--- src/ecd4_pkg.sv ---
// Package of the 1D quartic current deposit block: types, constants, helpers.
// No dependencies.
`default_nettype none
package ecd4_pkg;

  localparam int GRID_CELLS_DEFAULT = 1024;
  localparam int STENCIL_CELLS      = 7;
  localparam int QUEUE_DEPTH        = 2;
  localparam int SHAPE_STEPS        = 10;
  localparam int DIV_BITS           = 52;

  localparam logic [23:0] GAMMA_ONE = 24'd65536;
  localparam logic signed [56:0] HALF_NODE = 57'sh8_0000_0000;

  localparam logic signed [31:0] Q30_1_384   = 32'sd2796203;
  localparam logic signed [31:0] Q30_1_48    = 32'sd22369621;
  localparam logic signed [31:0] Q30_1_12    = 32'sd89478485;
  localparam logic signed [31:0] Q30_1_24    = 32'sd44739243;
  localparam logic signed [31:0] Q30_19_96   = 32'sd212511403;
  localparam logic signed [31:0] Q30_11_24   = 32'sd492131669;
  localparam logic signed [31:0] Q30_1_6     = 32'sd178956971;
  localparam logic signed [31:0] Q30_115_192 = 32'sd643126613;
  localparam logic signed [31:0] Q30_5_8     = 32'sd671088640;

  // shape micro-steps, one product per lane each
  localparam logic [3:0] STEP_X2    = 4'd0;
  localparam logic [3:0] STEP_X3    = 4'd1;
  localparam logic [3:0] STEP_X4    = 4'd2;
  localparam logic [3:0] STEP_C48   = 4'd3;
  localparam logic [3:0] STEP_C12   = 4'd4;
  localparam logic [3:0] STEP_C24   = 4'd5;
  localparam logic [3:0] STEP_C1124 = 4'd6;
  localparam logic [3:0] STEP_C6X3  = 4'd7;
  localparam logic [3:0] STEP_C6X4  = 4'd8;
  localparam logic [3:0] STEP_C58   = 4'd9;

  typedef enum logic [1:0] {
    CFG_INV_CELL_LENGTH = 2'd0,
    CFG_CELL_PER_STEP   = 2'd1,
    CFG_DOMAIN_START    = 2'd2
  } cfg_index_t;

  typedef enum logic {
    KIND_DEPOSIT = 1'b0,
    KIND_READ    = 1'b1
  } kind_t;

  typedef enum logic [3:0] {
    ST_CLEAR, ST_IDLE, ST_READ, ST_LOC, ST_CHK,
    ST_SHAPE, ST_SUM, ST_WAIT, ST_CELL, ST_DRAIN
  } state_t;

  typedef struct packed {
    logic               mode;
    logic signed [31:0] old_position;
    logic signed [31:0] new_position;
    logic signed [23:0] momentum_y;
    logic signed [23:0] momentum_z;
    logic        [23:0] lorentz_factor;
    logic signed [3:0]  particle_charge;
    logic        [23:0] particle_weight;
    logic        [9:0]  read_cell;
  } item_t;

  typedef struct packed {
    logic        [9:0]  cell_number;
    logic signed [31:0] current_x;
    logic signed [31:0] current_y;
    logic signed [31:0] current_z;
    logic signed [31:0] charge_density;
  } result_t;

  typedef struct packed {
    logic [1:0]  index;
    logic [23:0] value;
  } cfg_t;

  typedef struct packed {
    kind_t kind;
    logic  read_ok;
    item_t item;
  } entry_t;

  typedef struct packed {
    logic               start;
    logic signed [51:0] num_y;
    logic signed [51:0] num_z;
    logic        [23:0] den;
  } div_req_t;

  typedef struct packed {
    logic               busy;
    logic signed [31:0] q_y;
    logic signed [31:0] q_z;
  } div_rsp_t;

  function automatic logic signed [31:0] sat32(input logic signed [63:0] v);
    if (v > 64'sd2147483647) begin
      return 32'sh7fffffff;
    end else if (v < -64'sd2147483648) begin
      return 32'sh80000000;
    end
    return 32'(v);
  endfunction

endpackage
`default_nettype wire

--- src/ecd4_div.sv ---
// Two-lane restoring divider, one quotient bit per cycle, signed truncating.
// Uses ecd4_pkg.
`default_nettype none
module ecd4_div import ecd4_pkg::*; (
  input  logic     clk,
  input  logic     rst,
  input  div_req_t req,
  output div_rsp_t rsp
);
  localparam int CW = $clog2(DIV_BITS + 1);

  logic                busy;
  logic [CW-1:0]       cnt;
  logic [23:0]         den;
  logic                neg  [2];
  logic [DIV_BITS-1:0] mag  [2];
  logic [23:0]         rem  [2];
  logic signed [51:0]  num  [2];
  logic [25:0]         trial[2];
  logic signed [52:0]  quo  [2];

  always_comb begin
    num[0] = req.num_y;
    num[1] = req.num_z;
    for (int l = 0; l < 2; l++) begin
      trial[l] = {1'b0, rem[l], mag[l][DIV_BITS-1]} - {2'b0, den};
      quo[l]   = neg[l] ? -$signed({1'b0, mag[l]}) : $signed({1'b0, mag[l]});
    end
    rsp.busy = busy;
    rsp.q_y  = sat32(64'(quo[0]));
    rsp.q_z  = sat32(64'(quo[1]));
  end

  always_ff @(posedge clk) begin
    if (rst) begin
      busy <= 1'b0;
      cnt  <= '0;
    end else if (req.start) begin
      busy <= 1'b1;
      cnt  <= '0;
    end else if (busy) begin
      cnt <= cnt + 1'b1;
      if (cnt == CW'(DIV_BITS - 1)) busy <= 1'b0;
    end
  end

  always_ff @(posedge clk) begin
    if (req.start) begin
      den <= req.den;
      for (int l = 0; l < 2; l++) begin
        neg[l] <= num[l][51];
        mag[l] <= num[l][51] ? DIV_BITS'(-num[l]) : DIV_BITS'(num[l]);
        rem[l] <= '0;
      end
    end else if (busy) begin
      for (int l = 0; l < 2; l++) begin
        if (!trial[l][25]) begin
          rem[l] <= trial[l][23:0];
          mag[l] <= {mag[l][DIV_BITS-2:0], 1'b1};
        end else begin
          rem[l] <= {rem[l][22:0], mag[l][DIV_BITS-1]};
          mag[l] <= {mag[l][DIV_BITS-2:0], 1'b0};
        end
      end
    end
  end
endmodule
`default_nettype wire

--- config.mk ---
export PLATFORM = sky130hd
export DESIGN_NAME = ecd4_div
export DESIGN_NICKNAME = d
export VERILOG_FILES = /design/src/ecd4_pkg.sv /design/src/ecd4_div.sv
export SDC_FILE = /design/constraint.sdc
export NUM_CORES = 1
export LEC_CHECK = 0
export BUFFER_PORTS_ARGS = -buffer_cell sky130_fd_sc_hd__buf_2
export CAP_MARGIN = 20
export CORE_MARGIN = 2
export CORE_UTILIZATION = 64
export DETAILED_ROUTE_END_ITERATION = 16
export GPL_TIMING_DRIVEN = 0
export PLACE_DENSITY_LB_ADDON = 0.08
export SYNTH_ARGS = -nofsm -noshare
export SYNTH_HDL_FRONTEND = slang
export SYNTH_SLANG_ARGS = --single-unit
--- constraint.sdc ---
create_clock -name clk -period 6.2 [get_ports clk]
set_input_delay 0.31 -clock clk [delete_from_list [all_inputs] [get_ports clk]]
set_output_delay 0.31 -clock clk [all_outputs]
set_load 0.02 [all_outputs]
==> impl_metrics.yaml <==
clock_tree:
  cts_tree: "done"
  cts_buffers: 17
  cts.sinks: 185
  holdBufCountCts: 0
  cts_root_buffer: "clkbuf_16"
  clk_pin_slew_ps: 80
  h-tree-depth: 4
  clockBufferDepth: 2
  clock_latency_ps: 440
critical_path:
  path_max_fanout: 10
  reg2regPathDepth: 12
  critPathLaunchType: "flop"
  critPathKind: "reg -> out"
  rr_startpoint: "den[1]"
  arrival_ps: 5620
  endpoint_kind: "output port"
  r2r_slack_ps: 2010
  r2r-end: "rem[1][11]"
  cp.required_ps: 5890
synth:
  synth_async_sr_flop_share_pct: 0
  syn_avg_cell_area_um2: 8.927
  syn_area_um2: 15140
  ys_types: 69
  synth-main-ff-cell: "edfxtp_1"
  yosysWarnings: 0
  synth_edf_count: 177
  synthTopCellsByArea: "edfxtp_1 35%, xor2_1 7.9%, o21ai_0 6.9%"
  ys_ff_latch: 185
  yosys.area.top_type_share_pct: 35.10
  syn-num-nets: 1882
  ys_seq_area_share_pct: 36.16
  syn_inst: 1696
  synth_area_leader_cell: "edfxtp_1"
timing:
  maxSlewHeadroom_pct: 37.71
  setup-tns-final_ps: 0
  tightest_slew_ps: 925.8
  period_share_pct: 95.72
  fmax_mhz: 168.5
  period_minus_slack_ps: 5935
  fin_hold_ws_ps: 36.03
  rsz0062_at_grt: "false"
  fin_worst_skew_ps: 11.85
  final_hold_viol_count: 0
  slew_violations: 0
  setup_viol: 0
  fin_ws_ps: 265.3
placed_design:
  dp.cells: 2212
  place_area_um2: 16570
  dp_hpwl_mm: 33.29
  portBuffers: 195
  gp_congestion: 0.9661
  place_ws_ps: 577.5
global_routing:
  grt.overflow.total: 0
  antenna_found_initial: 3
  grt_pass1_wl_mm: 68.63
  grt_usage_pct: 35.01
  grt_max_degree: 68
  grt_pass1_vias: 13426
routing:
  viasPerCell: 6.438
  ant_nets: 0
  wl_mm: 43.86
  vias: 14459
  drt_iter0_drc: 1258
  firstDrtPassIters: 8
  wl_per_cell_um: 19.53
  drc: 0
floorplan:
  rows: 56
  die-width_um: 157.8
  initial_core_util_pct: 64.89
  die_y_um: 157.8
  dieArea_um2: 24900
  core_um2: 23330
  ios: 196
worst_hold_path:
  min_from: "req[13]"
  hold_class: "in -> reg"
  whs_endpoint: "den[13]"
  whs_path_depth: 1
cells_and_area:
  final_cells: 2246
  layout_common_cells: "209 x o21ai_0, 195 x buf_2, 177 x edfxtp_1"
  fin_area_um2: 17200
  area_growth_pct: 13.61
  final_common_cell: "o21ai_0"
  drive_gt1_share_pct: 13.81
  finalNetCount: 2099
status:
  status: "finished clean"
pwr:
  vdd_drop_max_mv: 0.1455
  p_leak_nw: 6.572
  powerDensity_nw_per_um2: 237.4
run:
  drv_cap: 0
metrics by stage:
step | util (%) | power (mW)
after floorplan | - | 2.557
after global routing | 73.71 | 4.266
after detailed placement | 71.00 | 2.943
final | 73.72 | 4.083
after global placement | 70.79 | 2.909
after CTS | 73.62 | 4.059
what timing repair did:
item,CTS,global route
buffers inserted,0,0
gates resized for setup,0,2
setup endpoints to repair,0,21
flip-flops by register name, indices dropped and copies added, names as in the netlist:
register and count:
mag 104, cnt 6, den 24, busy 1, rem 48, neg 2
worst max-delay path by stage:
stage                          start  endpoint  slack, ps  depth (start not counted)
after floorplan           mag[0][26]   rsp[45]       1710                         11
after global placement     mag[1][1]   rsp[17]        630                         13
after detailed placement   mag[1][1]   rsp[17]        580                         13
after CTS                  mag[1][1]   rsp[17]         50                         13
after global routing      mag[1][10]   rsp[16]         70                         12
final                      mag[1][1]   rsp[17]        270                         13
worst max-delay path: stages (launching register included):
cell,delay (ps)
edfxtp_1,460
inv_1,80
ha_1,170
or4b_2,640
nor2_1,500
nand3_2,340
o41ai_1,410
xnor2_1,160
or4_1,480
or4_1,580
o41ai_4,490
clkbuf_1,380
o21ai_0,260
buf_2,220
metal layers:
metal	vias to the layer above	wire (µm)	GRT usage [%]
li1	6815	-	-
met1	6829	17510	45.25
met2	684	21100	58.67
met3	127	3472	4.845
met4	4	1746	15.41
met5	-	31	0
kinds of logic after synthesis:
group,Yosys count,share of synthesized area (%)
xor gates and xnor gates,234,13.54
adders and majority gates,55,4.644
AOI/OAI and AO/OA,523,22.24
muxes,34,2.289
DFF,185,36.16
and+or+nand+nor,511,17.09
buffers and inverters,154,4.041
synthesized netlist by cell type (39+ instances only):
master      n
o21ai_0   209
edfxtp_1  177
nand2_1   160
xor2_1    136
xnor2_1    98
clkbuf_1   91
nor2_1     89
a21oi_1    77
o31ai_1    63
ha_1       53
inv_1      52
nand3_1    46
or4_1      42
or3_1      39
report_power, final:
group	switching, mW	internal (mW)	total [mW]
registers	0.128	1.53	1.66
logic	0.786	0.503	1.29
clock network	0.549	0.582	1.13
total	1.46	2.62	4.08
cell type report:
type	instances	area [µm²]
inverter	53	198.9
clock buffer	18	429.2
antenna	1	2.502
clock inverter	14	182.7
buffer	101	412.9
multi-input combinational	1357	9072
timing repair buffer	198	1028
fill	1817	6131
tap	319	399.1
sequential	185	5475
(Power assumes the default switching activity.)
